<file path="src/rtl/kmds_pkg.sv">
// kmds_pkg: payload types and fixed constants of the key matrix debounce scanner
// no dependencies; imported by key_matrix_debounce_scanner_unit
`default_nettype none

package kmds_pkg;

    localparam int ROW_W    = 2;
    localparam int SAMPLE_W = 12;
    localparam int COL_W    = 4;
    localparam int CNT_W    = 8;

    localparam logic [CNT_W-1:0] LOCKOUT_RESET = 8'd3;

    typedef struct packed {
        logic [ROW_W-1:0]    row_index;
        logic [SAMPLE_W-1:0] column_sample;
    } scan_t;

    typedef struct packed {
        logic [ROW_W-1:0] event_row;
        logic [COL_W-1:0] event_column;
        logic             was_pressed;
        logic             is_pressed;
        logic             last_event;
    } key_event_t;

endpackage

`default_nettype wire

</file>
<file path="src/rtl/key_matrix_debounce_scanner_unit.sv">
// key matrix debounce scanner: per-key lockout debounce and key event emitter
// depends on kmds_pkg for payload types and constants
// the scan lands in the holding register; row state and first event register on its load
// throughput: one row scan per cycle when it reports no key, else held until its last key
// while evt_ready is high the emitter sends one key per cycle, lowest active column first
// reset: async active low; debounced states, lockout counters cleared, lockout register to 3
`default_nettype none

module key_matrix_debounce_scanner_unit #(
    parameter int ROWS    = 4,
    parameter int COLUMNS = 12
) (
    input  wire                          clk,
    input  wire                          rst_n,
    input  wire                          scan_valid,
    output logic                         scan_ready,
    input  kmds_pkg::scan_t              scan_item,
    output logic                         evt_valid,
    input  wire                          evt_ready,
    output kmds_pkg::key_event_t         evt_item,
    input  wire                          cfg_we,
    input  wire  [kmds_pkg::CNT_W-1:0]   cfg_data
);
    import kmds_pkg::*;

    localparam int RA_W = (ROWS > 1) ? $clog2(ROWS) : 1;

    // configuration
    logic [CNT_W-1:0] lockout_reg;

    // input holding register
    logic  hold_valid_reg;
    scan_t hold_reg;

    // per-row state
    logic [COLUMNS-1:0] keys_reg [ROWS];
    logic [CNT_W-1:0]   cnt_reg  [ROWS][COLUMNS];

    // emitter registers
    logic               emit_valid_reg, emit_valid_next;
    logic [ROW_W-1:0]   emit_row_reg;
    logic [COLUMNS-1:0] emit_before_reg;
    logic [COLUMNS-1:0] emit_after_reg;
    logic [COLUMNS-1:0] emit_mask_reg, emit_mask_next;

    logic               load;
    logic               emit_free;
    logic               emit_done;
    logic               row_ok;
    logic [3:0]         row_ext;
    logic [RA_W-1:0]    row_addr;
    logic [COLUMNS-1:0] sample;
    logic [COLUMNS-1:0] prev_keys;
    logic [COLUMNS-1:0] open_bits;
    logic [COLUMNS-1:0] after;
    logic [COLUMNS-1:0] changed;
    logic [COLUMNS-1:0] active;
    logic [CNT_W-1:0]   cnt_next [COLUMNS];
    logic [COLUMNS-1:0] lowest;
    logic [COL_W-1:0]   low_idx;
    logic               low_last;

    // sample bits beyond the field width are never pressed
    for (genvar g = 0; g < COLUMNS; g++)
    begin : g_sample
        if (g < SAMPLE_W)
        begin : g_in
            assign sample[g] = hold_reg.column_sample[g];
        end
        else
        begin : g_zero
            assign sample[g] = 1'b0;
        end
    end

    assign row_ext  = {2'b00, hold_reg.row_index};
    assign row_addr = row_ext[RA_W-1:0];
    assign row_ok   = ({3'b000, hold_reg.row_index} < 5'(ROWS));

    always_comb
    begin
        prev_keys = keys_reg[row_addr];
        for (int c = 0; c < COLUMNS; c++)
        begin
            open_bits[c] = (cnt_reg[row_addr][c] == '0);
        end
        after   = (sample & open_bits) | (prev_keys & ~open_bits);
        changed = after ^ prev_keys;
        active  = prev_keys | after;
        for (int c = 0; c < COLUMNS; c++)
        begin
            if (changed[c])
                cnt_next[c] = lockout_reg;
            else if (!open_bits[c])
                cnt_next[c] = cnt_reg[row_addr][c] - 1'b1;
            else
                cnt_next[c] = cnt_reg[row_addr][c];
        end
    end

    // lowest pending column of the emitter
    always_comb
    begin
        lowest   = emit_mask_reg & (~emit_mask_reg + 1'b1);
        low_last = ((emit_mask_reg & ~lowest) == '0);
        low_idx  = '0;
        for (int c = 0; c < COLUMNS; c++)
        begin
            if (lowest[c])
                low_idx = low_idx | COL_W'(c);
        end
    end

    assign emit_done  = emit_valid_reg & evt_ready & low_last;
    assign emit_free  = !emit_valid_reg | emit_done;
    assign load       = hold_valid_reg & emit_free;
    assign scan_ready = !hold_valid_reg | load;

    always_comb
    begin
        emit_valid_next = emit_valid_reg;
        emit_mask_next  = emit_mask_reg;
        if (load)
        begin
            emit_valid_next = row_ok && (active != '0);
            emit_mask_next  = active;
        end
        else if (emit_valid_reg && evt_ready)
        begin
            emit_valid_next = !low_last;
            emit_mask_next  = emit_mask_reg & ~lowest;
        end
    end

    always_comb
    begin
        evt_valid             = emit_valid_reg;
        evt_item.event_row    = emit_row_reg;
        evt_item.event_column = low_idx;
        evt_item.was_pressed  = |(emit_before_reg & lowest);
        evt_item.is_pressed   = |(emit_after_reg & lowest);
        evt_item.last_event   = low_last;
    end

    always_ff @(posedge clk or negedge rst_n)
    begin
        if (!rst_n)
        begin
            lockout_reg    <= LOCKOUT_RESET;
            hold_valid_reg <= 1'b0;
            emit_valid_reg <= 1'b0;
            for (int r = 0; r < ROWS; r++)
            begin
                keys_reg[r] <= '0;
                for (int c = 0; c < COLUMNS; c++)
                begin
                    cnt_reg[r][c] <= '0;
                end
            end
        end
        else
        begin
            if (cfg_we)
                lockout_reg <= cfg_data;
            if (scan_ready)
                hold_valid_reg <= scan_valid;
            emit_valid_reg <= emit_valid_next;
            if (load && row_ok)
            begin
                keys_reg[row_addr] <= after;
                for (int c = 0; c < COLUMNS; c++)
                begin
                    cnt_reg[row_addr][c] <= cnt_next[c];
                end
            end
        end
    end

    // payload registers
    always_ff @(posedge clk)
    begin
        if (scan_valid && scan_ready)
            hold_reg <= scan_item;
        emit_mask_reg <= emit_mask_next;
        if (load)
        begin
            emit_row_reg    <= hold_reg.row_index;
            emit_before_reg <= prev_keys;
            emit_after_reg  <= after;
        end
    end

    // emitter never shows an empty mask
    a_mask_nonempty : assert property (@(posedge clk) disable iff (!rst_n)
        emit_valid_reg |-> (emit_mask_reg != '0))
        else $error("emitter valid with empty column mask");

    a_column_range : assert property (@(posedge clk) disable iff (!rst_n)
        evt_valid |-> (evt_item.event_column < COLUMNS))
        else $error("event column outside the matrix");

    a_hold_blocks : assert property (@(posedge clk) disable iff (!rst_n)
        (hold_valid_reg && !emit_free) |-> !scan_ready)
        else $error("scan taken while holding register is stuck");

    a_last_drains : assert property (@(posedge clk) disable iff (!rst_n)
        (evt_valid && evt_ready && evt_item.last_event && !load) |=> !evt_valid)
        else $error("events continue after last event transaction");

endmodule

`default_nettype wire
</file>
<file path="config.mk">
export PLATFORM = sky130hd
export DESIGN_NAME = key_matrix_debounce_scanner_unit
export DESIGN_NICKNAME = d
export VERILOG_FILES = /design/src/rtl/kmds_pkg.sv /design/src/rtl/key_matrix_debounce_scanner_unit.sv
export SDC_FILE = /design/constraint.sdc
export NUM_CORES = 1
export LEC_CHECK = 0
export BUFFER_PORTS_ARGS = -buffer_cell sky130_fd_sc_hd__buf_4
export CELL_PAD_IN_SITES_DETAIL_PLACEMENT = 1
export CELL_PAD_IN_SITES_GLOBAL_PLACEMENT = 1
export CORE_MARGIN = 3
export CORE_UTILIZATION = 46
export DETAILED_ROUTE_END_ITERATION = 8
export PLACE_DENSITY = 0.82
export SYNTH_ARGS = -nofsm -noshare
export SYNTH_HDL_FRONTEND = slang
export SYNTH_SLANG_ARGS = --single-unit
</file>
<file path="constraint.sdc">
create_clock -name clk -period 5.45 [get_ports clk]
set_clock_uncertainty 0.15 [all_clocks]
set_input_delay 0.545 -clock clk [delete_from_list [all_inputs] [get_ports clk]]
set_output_delay 0.545 -clock clk [all_outputs]
set_load 0.02 [all_outputs]
</file>
==> results of run 1 <==
## power groups by stage
| stage | Clock, mW | Combinational, mW | Sequential, mW |
|---|---|---|---|
| floorplan | 0 | 0.110 | 3.81 |
| global placement | 0 | 0.201 | 3.88 |
| detailed placement | 0 | 0.214 | 3.88 |
| CTS | 3.55 | 0.227 | 3.81 |
| global route | 3.72 | 0.251 | 3.81 |
| finish | 3.47 | 0.222 | 3.81 |
## synth_stat cells (11+ instances only)
cell type | number | area share
mux2_2 | 453 | 0.21
nor3b_1 | 11 | 0.0033
nor2_1 | 61 | 0.0092
nor4_1 | 21 | 0.0053
inv_1 | 55 | 0.0083
nand3_1 | 17 | 0.0034
ha_1 | 34 | 0.017
mux4_2 | 108 | 0.098
o31ai_1 | 28 | 0.0085
buf_2 | 56 | 0.011
edfxtp_1 | 52 | 0.063
nand2_1 | 112 | 0.017
nor2b_1 | 17 | 0.0043
xor2_1 | 20 | 0.0071
o21ai_0 | 50 | 0.010
xnor2_1 | 33 | 0.012
a221o_1 | 11 | 0.0044
clkbuf_1 | 42 | 0.0064
mux2i_1 | 35 | 0.014
dfrtp_1 | 440 | 0.44
a22oi_1 | 11 | 0.0033
nor3_1 | 25 | 0.0051
## metrics by stage
stage	area, µm²	util	power, mW	setup WS (ns)
2_1_floorplan	24800	-	3.92	0.705
3_3_place_gp	25700	0.486	4.08	0.809
3_5_place_dp	25700	0.486	4.09	0.717
4_1_cts	27600	0.521	7.59	0.588
5_1_grt	27600	0.521	7.78	0.239
6_report	27600	0.521	7.51	0.573
## path summary, 6_finish.rpt
path,from,endpoint,slack (ns),cells after the start
setup reg to reg,row_addr[0]$_DFFE_PP_,cnt_reg[273]$_DFFE_PN0P_,0.57,12
setup / recovery,row_addr[0]$_DFFE_PP_,cnt_reg[273]$_DFFE_PN0P_,0.57,12
hold / removal,cfg_data[0],lockout_reg[0]$_DFFE_PN1P_,0.03,2
min in group asynchronous,rst_n,cnt_reg[368]$_DFFE_PN0P_,0.45,2
max in group asynchronous,rst_n,keys_reg[20]$_DFFE_PN0P_,3.28,3
hold reg to reg,cnt_reg[160]$_DFFE_PN0P_,cnt_reg[160]$_DFFE_PN0P_,0.35,1
## cell families after synthesis
group / count (synthesis)
muxes: 599
DFF: 494
and+or+nand+nor: 314
buffers and inverters: 171
AOI/OAI and AO/OA: 148
xor gates and xnor gates: 53
adders and majority gates: 34
## routing by layer
layer	part of all wire	track usage	vias to the layer above	wire [µm]
met5	0	0	-	0
met4	0.023	0.0627	0	1430
met3	0.043	0.0335	97	2650
met2	0.50	0.379	303	30700
met1	0.44	0.300	8213	27100
li1	-	-	6735	-
## critical path, stage by stage (launching register included)
cell and delay (ns):
edfxtp_1 0.47, buf_12 0.35, mux4_2 0.57, inv_1 0.17, ha_1 0.16, nor4b_1 0.54, and2_1 0.43, nand2_1 0.09
o21ai_1 0.36, inv_1 0.11, ha_1 0.58, mux2_2 0.43, mux2_2 0.27
## area by class of cell
cell class | count | area, µm² | area share
sequential | 494 | 12600 | 0.458
multi-input combinational | 1148 | 11400 | 0.413
clock buffer | 80 | 1520 | 0.0552
tap | 688 | 861 | 0.0312
timing repair buffer | 87 | 833 | 0.0302
inverter | 55 | 206 | 0.00749
clock inverter | 18 | 136 | 0.00495
## repair_timing
item,4_1_cts,5_1_grt
hold buffers,19,0
resized for setup,0,0
setup endpoints to repair,0,0
endpoints found under the hold margin,124,0
==> reports/metrics.json, run 1 <==
{
  "outcome": "finished clean",
  "largest_register_ffs": 384,
  "final_ant_viol_nets": 0,
  "synth_cell_types": 59,
  "grt_pass1_wl_mm": 99.5,
  "clk-insertion-delay-late_ns": 0.61,
  "synth_simple_gate_area_frac": 0.0619,
  "mostFrequentLayoutCell": "mux2_2",
  "syn-num-nets": 1874,
  "synth_edf_count": 52,
  "drive_above_1_share": 0.383,
  "antenna-diode-count": 0,
  "rsz0062_at_grt": "false",
  "report.final.setup_viol": 0,
  "report.final.slew_viol_count": 0,
  "placed_wire_length_estimate_mm": 38.5,
  "grt_max_degree": 151,
  "cellLeakagePower_nw": 13.0,
  "cp.required_ns": 5.77,
  "synth_compound_gate_area_share": 0.0416,
  "initial_utilization": 0.469,
  "cts-buffers-inserted": 53,
  "seq_power_share": 0.508,
  "internal_power_mw": 5.78,
  "grt_pass1_vias": 17300,
  "dr.pass1.iters": 4,
  "numPortBuffers": 37,
  "grt_overflow_total": 0,
  "fin_crit_sh": 0.895,
  "fin_crit_ns": 4.88,
  "worst_ep_arrival_time_ns": 5.20,
  "clock_power_share": 0.463,
  "clock_transition_time_at_the_flip_flop_clock_pins_of_the_worst_setup_and_hold_paths_ns": 0.06,
  "htreeDepth": 2,
  "synth.mux.area_fraction": 0.320,
  "layoutNonFillerInstCount": 2570,
  "timing.critical_path.fanout_max": 42,
  "max_cap_violations": 0,
  "routed_wl_mm": 61.9,
  "die_outline_area_um2": 56700,
  "cts.repair_timing.setup_buffer_count": 0,
  "synthesis.area_um2": 24800,
  "floorplan_die_height_um": 238,
  "ys_warn_count": 0,
  "max_clk_rate_mhz": 205,
  "place_congestion": 0.814,
  "core_footprint_um2": 52900,
  "final.fill_count": 5102,
  "setup_total_negative_slack_ns": 0,
  "largest_family_of_logic_cells_by_synthesized_area": "multiplexers",
  "crit_path_end_kind": "flop",
  "report.final.hold_viol_count": 0,
  "synthCells": 1813,
  "layout_common_cells": "453 x mux2_2, 440 x dfrtp_1, 112 x nand2_1, 108 x mux4_2, 61 x nor2_1",
  "setup.worst_path.class": "flop to flop",
  "num_rows": 84,
  "numPlacedInstances": 2453,
  "ys_seq_elements": 494,
  "power_density_nw_per_um2": 272,
  "routed-via-count": 15300,
  "grt_use_total": 0.223,
  "routed_wire_length_per_instance_um": 24.1,
  "numClockSinks": 494,
  "final_nets": 1900,
  "power_switching_mw": 1.72,
  "netSwitchingFraction": 0.230,
  "drc": 0,
  "synthesis.area_per_instance_um2": 13.7,
  "synth.yosys.seq_area_share": 0.510,
  "max_slew.worst_pin.slew_ns": 1.26,
  "worst_slew_margin_rel": 0.161,
  "die_w_um": 238,
  "ioPinCount": 38,
  "synth_top_flop_cell": "dfrtp_1",
  "route.detailed.vias_per_inst": 5.97,
  "type_of_the_worst_min_delay_path": "input port to flop",
  "clockRootBuffer": "clkbuf_16",
  "dr.first_iter.drc_count": 872,
  "worst_hold_slack_ns": 0.0324,
  "areaGrowthSynthToFinish_pct": 11.3,
  "cts_tree": "yes",
  "antenna_violations_before_repair": 0,
  "yosys.area_share.adder": 0.0172,
  "ir_worst_vdd_uv": 214,
  "critPathLaunchType": "flop",
  "pwr-share-comb": 0.030,
  "cts.path.max_buffers": 3,
  "synth_xor_area_frac": 0.0187,
  "synth_async_sr_flop_share": 0.895
}
No activity file was read; power rests on OpenSTA's default activity.
==> run 2, diff against run 1 <==
Settings changed: ABC_AREA set to 0, HOLD_SLACK_MARGIN set to 0.12.
==> reports/metrics.json, run 2 (synthesis gave the netlist of run 1 again) <==
{
  "clk-insertion-delay-late": {"value": 0.61, "unit": "ns", "change": "about the same"},
  "drc": {"value": 0, "change": "unchanged"},
  "worst_hold_slack": {"value": 0.165, "unit": "ns", "change": "+0.133 ns"},
  "cp_slowest_stage_delay": {"value": 0.61, "unit": "ns", "change": "+0.03 ns"},
  "final.setup.worst_slack": {"value": 0.561, "unit": "ns", "change": "-0.0123 ns"},
  "num_rows": {"value": 84, "change": "unchanged"},
  "grt_overflow_total": {"value": 0, "change": "unchanged"},
  "grt_pass1_wl": {"value": 99.5, "unit": "mm", "change": "about the same"},
  "floorplan_die_height": {"value": 238, "unit": "µm", "change": "unchanged"},
  "fin_crit": {"value": 4.89, "unit": "ns", "change": "+0.0123 ns"},
  "drive_above_1_share": {"value": 0.382, "change": "-0.00122"},
  "cts_tree": "yes",
  "cts.path.max_buffers": {"value": 3, "change": "unchanged"},
  "worstRegToRegCells": {"value": 12, "change": "unchanged"},
  "dp_worst_setup_slack": {"value": 0.717, "unit": "ns", "change": "unchanged"},
  "ir_worst_vdd": {"value": 215, "unit": "µV", "change": "+0.15%"},
  "final_cell_area": {"value": 27600, "unit": "µm²", "change": "+0.22%"},
  "max_slew.worst_pin.slew": {"value": 1.28, "unit": "ns", "change": "+0.0180 ns"},
  "largest_register_ffs": {"value": 384, "change": "unchanged"},
  "rsz0062_at_grt": "false",
  "power_density": {"value": 272, "unit": "nW/µm²", "change": "-0.14%"},
  "routed_wire_length_per_instance": {"value": 24.1, "unit": "µm", "change": "-0.11%"},
  "max_cap_violations": {"value": 0, "change": "unchanged"},
  "timing.critical_path.fanout_max": {"value": 42, "change": "unchanged"},
  "place_congestion": {"value": 0.814, "change": "unchanged"},
  "die_w": {"value": 238, "unit": "µm", "change": "unchanged"},
  "worst_path_max_delay_cell": "o31ai_1",
  "post_layout_util": {"value": 0.523, "change": "+0.00114"},
  "worst_ep_arrival_time": {"value": 5.28, "unit": "ns", "change": "+0.08 ns"},
  "cellLeakagePower": {"value": 13.0, "unit": "nW", "change": "+0.20%"},
  "cts-buffers-inserted": {"value": 53, "change": "unchanged"},
  "post_dp_cell_area": {"value": 25700, "unit": "µm²", "change": "unchanged"},
  "routed_wl": {"value": 62.0, "unit": "mm", "change": "+0.12%"},
  "final_ant_viol_nets": {"value": 0, "change": "unchanged"},
  "placed_wire_length_estimate": {"value": 38.5, "unit": "mm", "change": "unchanged"},
  "fin_crit_sh": {"value": 0.897, "change": "+0.00226"},
  "htreeDepth": {"value": 2, "change": "unchanged"},
  "core_footprint": {"value": 52900, "unit": "µm²", "change": "unchanged"},
  "max_clk_rate": {"value": 205, "unit": "MHz", "change": "-0.25%"},
  "cp.required": {"value": 5.84, "unit": "ns", "change": "+0.07 ns"},
  "ioPinCount": {"value": 38, "change": "unchanged"},
  "grt_use_total": {"value": 0.223, "change": "unchanged"},
  "numClockSinks": {"value": 494, "change": "unchanged"},
  "worst_slew_margin_rel": {"value": 0.149, "change": "-0.0120"},
  "die_outline_area": {"value": 56700, "unit": "µm²", "change": "unchanged"},
  "type_of_the_worst_min_delay_path": "input port to flop",
  "areaGrowthSynthToFinish_pct": 11.5,
  "numPortBuffers": {"value": 37, "change": "unchanged"},
  "initial_utilization": {"value": 0.469, "change": "unchanged"},
  "outcome": "finished clean",
  "crit_path_end_kind": "flop",
  "numPlacedInstances": {"value": 2453, "change": "unchanged"},
  "antenna-diode-count": {"value": 0, "change": "unchanged"},
  "antenna_violations_before_repair": {"value": 0, "change": "unchanged"},
  "final_nets": {"value": 1906, "change": "+0.32%"},
  "report.final.setup_viol": {"value": 0, "change": "unchanged"},
  "clock_transition_time_at_the_flip_flop_clock_pins_of_the_worst_setup_and_hold_paths": {"value": 0.06, "unit": "ns", "change": "about the same"},
  "setup.worst_path.class": "flop to flop",
  "report.final.slew_viol_count": {"value": 0, "change": "unchanged"},
  "report.final.hold_viol_count": {"value": 0, "change": "unchanged"},
  "dr.pass1.iters": {"value": 5, "change": "+1"},
  "dr.first_iter.drc_count": {"value": 826, "change": "-5.3%"},
  "worstSetupPathDepth": {"value": 12, "change": "unchanged"},
  "layout_common_cells": "453 x mux2_2, 440 x dfrtp_1, 112 x nand2_1, 108 x mux4_2, 61 x nor2_1",
  "number_of_buffers_and_inverters_on_the_critical_path": {"value": 3, "change": "unchanged"},
  "crit_family": "simple AND/OR/NAND/NOR gates",
  "total_power": {"value": 7.51, "unit": "mW", "change": "about the same"},
  "min_delay_path_depth": {"value": 2, "change": "unchanged"},
  "setup_total_negative_slack": {"value": 0, "unit": "ns", "change": "unchanged"},
  "clockRootBuffer": "clkbuf_16",
  "route.detailed.vias_per_inst": {"value": 5.95, "change": "-0.38%"},
  "timing.critical_path.cells": "buf_12, mux4_2, inv_1, ha_1, nor4b_1, and2_1, nand2_1, o21ai_1, inv_1, ha_1, o31ai_1, mux2_2",
  "critPathLaunchType": "flop",
  "layoutNonFillerInstCount": {"value": 2576, "change": "+0.23%"},
  "grt_max_degree": {"value": 151, "change": "unchanged"},
  "grt_pass1_vias": {"value": 17300, "change": "-0.012%"},
  "mostFrequentLayoutCell": "mux2_2",
  "routed-via-count": {"value": 15300, "change": "-0.15%"}
}
## run 2: path summary, 6_finish.rpt
check	startpoint	end	slack, ns
min in group asynchronous	rst_n	cnt_reg[368]$_DFFE_PN0P_	0.45
max in group asynchronous	rst_n	cnt_reg[318]$_DFFE_PN0P_	3.27
worst max register to register	row_addr[0]$_DFFE_PP_	cnt_reg[180]$_DFFE_PN0P_	0.56
worst min-delay path	cfg_we	lockout_reg[5]$_DFFE_PN0P_	0.17
worst max-delay path	row_addr[0]$_DFFE_PP_	cnt_reg[180]$_DFFE_PN0P_	0.56
worst min register to register	cnt_reg[160]$_DFFE_PN0P_	cnt_reg[160]$_DFFE_PN0P_	0.35
## run 2: routing by layer
metal | vias to the layer above | GRT usage | wire length (µm)
li1 | 6739 | - | -
met1 | 8204 | 0.300 | 27200
met2 | 285 | 0.379 | 30700
met3 | 97 | 0.0335 | 2640
met4 | 0 | 0.0627 | 1440
met5 | - | 0 | 0
## run 2: final cells by class
type / count / area [µm²]
inverters: 55 / 206
fillers: 5107 / 25200
repair buffers: 93 / 893
clock inverters: 18 / 136
well taps: 688 / 861
flip-flops and latches: 494 / 12600
multi-input cells: 1148 / 11400
clock buffers: 80 / 1520
## run 2: repair_timing
action	4_1_cts	5_1_grt
gates resized for setup	0	0
hold endpoints to repair	129	0
hold buffers	25	0
setup buffers	0	0
## run 2: power breakdown
group          internal (mW)  switching (mW)  leakage [nW]  total, mW
Sequential              3.73          0.0768          6.63       3.81
Clock                   1.97            1.50         0.818       3.48
Combinational         0.0773           0.148          5.57      0.226
## run 2: worst reg2reg max path, cell delays in order (launching register included)
cell,delay (ns)
edfxtp_1,0.47
buf_12,0.35
mux4_2,0.63
inv_1,0.16
ha_1,0.16
nor4b_1,0.54
and2_1,0.43
nand2_1,0.09
o21ai_1,0.35
inv_1,0.11
ha_1,0.48
o31ai_1,0.61
mux2_2,0.29
==> run 3, diff against run 2 <==
Settings changed: CORE_UTILIZATION 46 to 53, PLACE_DENSITY 0.82 to 0.91.
==> reports/metrics.json, run 3 (synthesis gave the netlist of run 1 again) <==
{
  "global_route.usage.met2": {"value": 0.537, "change": "+0.158"},
  "report.final.hold_viol_count": {"value": 0, "change": "unchanged"},
  "timing.critical_path.fanout_max": {"value": 38, "change": "-9.5%"},
  "clk-insertion-delay-late": {"value": 0.63, "unit": "ns", "change": "+0.02 ns"},
  "worst_ep_arrival_time": {"value": 5.53, "unit": "ns", "change": "+0.25 ns"},
  "clockRootBuffer": "clkbuf_16",
  "max_slew.worst_pin.slew": {"value": 1.37, "unit": "ns", "change": "+0.0900 ns"},
  "fin_crit_sh": {"value": 0.950, "change": "+0.0526"},
  "routed_wl": {"value": 80.1, "unit": "mm", "change": "+29%"},
  "power_density": {"value": 288, "unit": "nW/µm²", "change": "+5.8%"},
  "die_outline_area": {"value": 49400, "unit": "µm²", "change": "-13%"},
  "floorplan_die_height": {"value": 222, "unit": "µm", "change": "-6.7%"},
  "ir_worst_vdd": {"value": 247, "unit": "µV", "change": "+15%"},
  "grt_overflow_total": {"value": 0, "change": "unchanged"},
  "htreeDepth": {"value": 2, "change": "unchanged"},
  "routed-via-count": {"value": 17100, "change": "+12%"},
  "crit_path_end_kind": "flop",
  "critPathLaunchType": "flop",
  "cts.path.max_buffers": {"value": 3, "change": "unchanged"},
  "setup.worst_path.class": "flop to flop",
  "ff2ff_setup_slack": {"value": 0.27, "unit": "ns", "change": "-0.29 ns"},
  "core_footprint": {"value": 45800, "unit": "µm²", "change": "-13%"},
  "max_clk_rate": {"value": 193, "unit": "MHz", "change": "-5.5%"},
  "drive_above_1_share": {"value": 0.388, "change": "+0.00598"},
  "final_nets": {"value": 1911, "change": "+0.26%"},
  "regToRegEndpoint": "cnt_reg[332]$_DFFE_PN0P_",
  "cp.required": {"value": 5.81, "unit": "ns", "change": "-0.03 ns"},
  "regToRegStartpoint": "row_addr[0]$_DFFE_PP_",
  "rsz0062_at_grt": "false",
  "cts_tree": "yes",
  "place_congestion": {"value": 0.829, "change": "+1.9%"},
  "numPortBuffers": {"value": 37, "change": "unchanged"},
  "use_met3": {"value": 0.0749, "change": "+0.0414"},
  "placed_wire_length_estimate": {"value": 42.2, "unit": "mm", "change": "+9.6%"},
  "startpoint": "row_addr[0]$_DFFE_PP_",
  "final.fill_count": {"value": 4252, "change": "-17%"},
  "worst_slew_margin_rel": {"value": 0.0891, "change": "-0.0600"},
  "largest_register_ffs": {"value": 384, "change": "unchanged"},
  "report.final.setup_viol": {"value": 0, "change": "unchanged"},
  "setup_total_negative_slack": {"value": 0, "unit": "ns", "change": "unchanged"},
  "route.detailed.vias_per_inst": {"value": 6.85, "change": "+15%"},
  "dr.pass1.iters": {"value": 6, "change": "+1"},
  "num_rows": {"value": 78, "change": "-7.1%"},
  "layout.area.seq": {"value": 12600, "unit": "µm²", "change": "unchanged"},
  "type_of_the_worst_min_delay_path": "input port to flop",
  "antenna_violations_before_repair": {"value": 2, "change": "+2"},
  "worstRegToRegCells": {"value": 14, "change": "+2"},
  "layout_common_cells": "453 x mux2_2, 440 x dfrtp_1, 112 x nand2_1, 108 x mux4_2, 64 x buf_4",
  "routed_wire_length_per_instance": {"value": 32.1, "unit": "µm", "change": "+33%"},
  "grt_pass1_wl": {"value": 122, "unit": "mm", "change": "+23%"},
  "areaGrowthSynthToFinish_pct": 11.9,
  "dr.first_iter.drc_count": {"value": 1720, "change": "+110%"},
  "grt_pass1_vias": {"value": 19200, "change": "+11%"},
  "clock_transition_time_at_the_flip_flop_clock_pins_of_the_worst_setup_and_hold_paths": {"value": 0.07, "unit": "ns", "change": "about the same"},
  "post_cts_resized": {"value": 0, "change": "unchanged"},
  "max_cap_violations": {"value": 0, "change": "unchanged"},
  "multi_input_comb_area": {"value": 11400, "unit": "µm²", "change": "unchanged"},
  "die_w": {"value": 222, "unit": "µm", "change": "-6.7%"},
  "ioPinCount": {"value": 38, "change": "unchanged"},
  "mostFrequentLayoutCell": "mux2_2",
  "drc": {"value": 0, "change": "unchanged"},
  "globalRoute.busiestLayer": "met2",
  "final_ant_viol_nets": {"value": 0, "change": "unchanged"},
  "globalRouteMet1Util": {"value": 0.388, "change": "+0.0881"},
  "total_power": {"value": 7.97, "unit": "mW", "change": "+6.1%"},
  "cts-buffers-inserted": {"value": 53, "change": "unchanged"},
  "crit_end": "cnt_reg[332]$_DFFE_PN0P_",
  "grt_use_total": {"value": 0.324, "change": "+0.101"},
  "cellLeakagePower": {"value": 13.1, "unit": "nW", "change": "+0.74%"},
  "initial_utilization": {"value": 0.541, "change": "+0.0726"},
  "outcome": "finished clean",
  "fin_crit": {"value": 5.18, "unit": "ns", "change": "+0.287 ns"},
  "numClockSinks": {"value": 494, "change": "unchanged"},
  "report.final.slew_viol_count": {"value": 0, "change": "unchanged"},
  "grt_max_degree": {"value": 151, "change": "unchanged"}
}
## run 3: cell count changes in the layout (fill, tap and decap cells not counted), sizes merged
| cell | previous run | this run |
|---|---|---|
| buf | 68 | 74 |
| bufinv | 1 | 5 |
| clkinv | 15 | 10 |
| clkinvlp | 1 | 4 |
| diode | 0 | 1 |
| dlygate4sd3 | 25 | 24 |
## run 3: routing by layer
layer	part of all wire	up-vias	wire, µm
met5	0.00016	-	13
met1	0.36	8958	29200
met4	0.066	2	5310
met3	0.078	399	6280
li1	-	6752	-
met2	0.49	987	39200
## run 3: area by class of cell
type,count,area share
Sequential cell,494,0.456
Multi-Input combinational cell,1148,0.411
Clock buffer,80,0.0574
Timing Repair Buffer,98,0.0330
Tap cell,600,0.0271
Clock inverter,20,0.00871
Inverter,55,0.00745
Antenna cell,1,0.0000903
## run 3: how the worst min path moves through the flow
stage | start | endpoint | slack (ns) | cells past startpoint
after global placement | cnt_reg[86]$_DFFE_PN0P_ | cnt_reg[86]$_DFFE_PN0P_ | 0.32 | 1
after floorplan | rst_n | cnt_reg[0]$_DFFE_PN0P_ | 0.1 | 0
final | cfg_we | lockout_reg[4]$_DFFE_PN0P_ | 0.13 | 2
after CTS | cfg_we | lockout_reg[4]$_DFFE_PN0P_ | 0.12 | 2
after detailed placement | cnt_reg[85]$_DFFE_PN0P_ | cnt_reg[85]$_DFFE_PN0P_ | 0.34 | 1
after global routing | cfg_we | lockout_reg[4]$_DFFE_PN0P_ | 0.13 | 2
## run 3: critical path, stage by stage, from the launching register on
cell	delay (ns)
edfxtp_1	0.44
buf_12	0.33
buf_4	0.31
mux4_2	0.57
inv_1	0.13
ha_1	0.24
nor4b_1	0.56
nand2_1	0.28
inv_1	0.23
o21ai_1	0.25
inv_1	0.13
ha_1	0.45
a211oi_1	0.44
a21oi_1	0.19
mux2_2	0.34
## run 3: where the power goes
group,switching [mW],leakage (nW),internal (mW),total [mW]
Clock,1.66,0.892,2.25,3.91
Combinational,0.171,5.59,0.0768,0.247
Sequential,0.0833,6.63,3.73,3.81
## run 3: metrics by stage
stage | setup WS, ns | area, µm² | instances | util | hold slack, ns
after floorplan | 0.705 | 24800 | 1813 | - | 0.0994
after global placement | 0.836 | 25600 | 2369 | 0.560 | 0.315
after detailed placement | 0.542 | 25600 | 2369 | 0.560 | 0.335
after CTS | 0.437 | 27700 | 2493 | 0.605 | 0.120
after global routing | 0.00226 | 27700 | 2496 | 0.605 | 0.128
final | 0.274 | 27700 | 2496 | 0.605 | 0.131
## run 3: what timing repair did
item / 4_1_cts / 5_1_grt
hold buffers: 24 / 0
endpoints found under the hold margin: 141 / 0
setup buffers: 0 / 2
setup endpoints to repair: 0 / 6
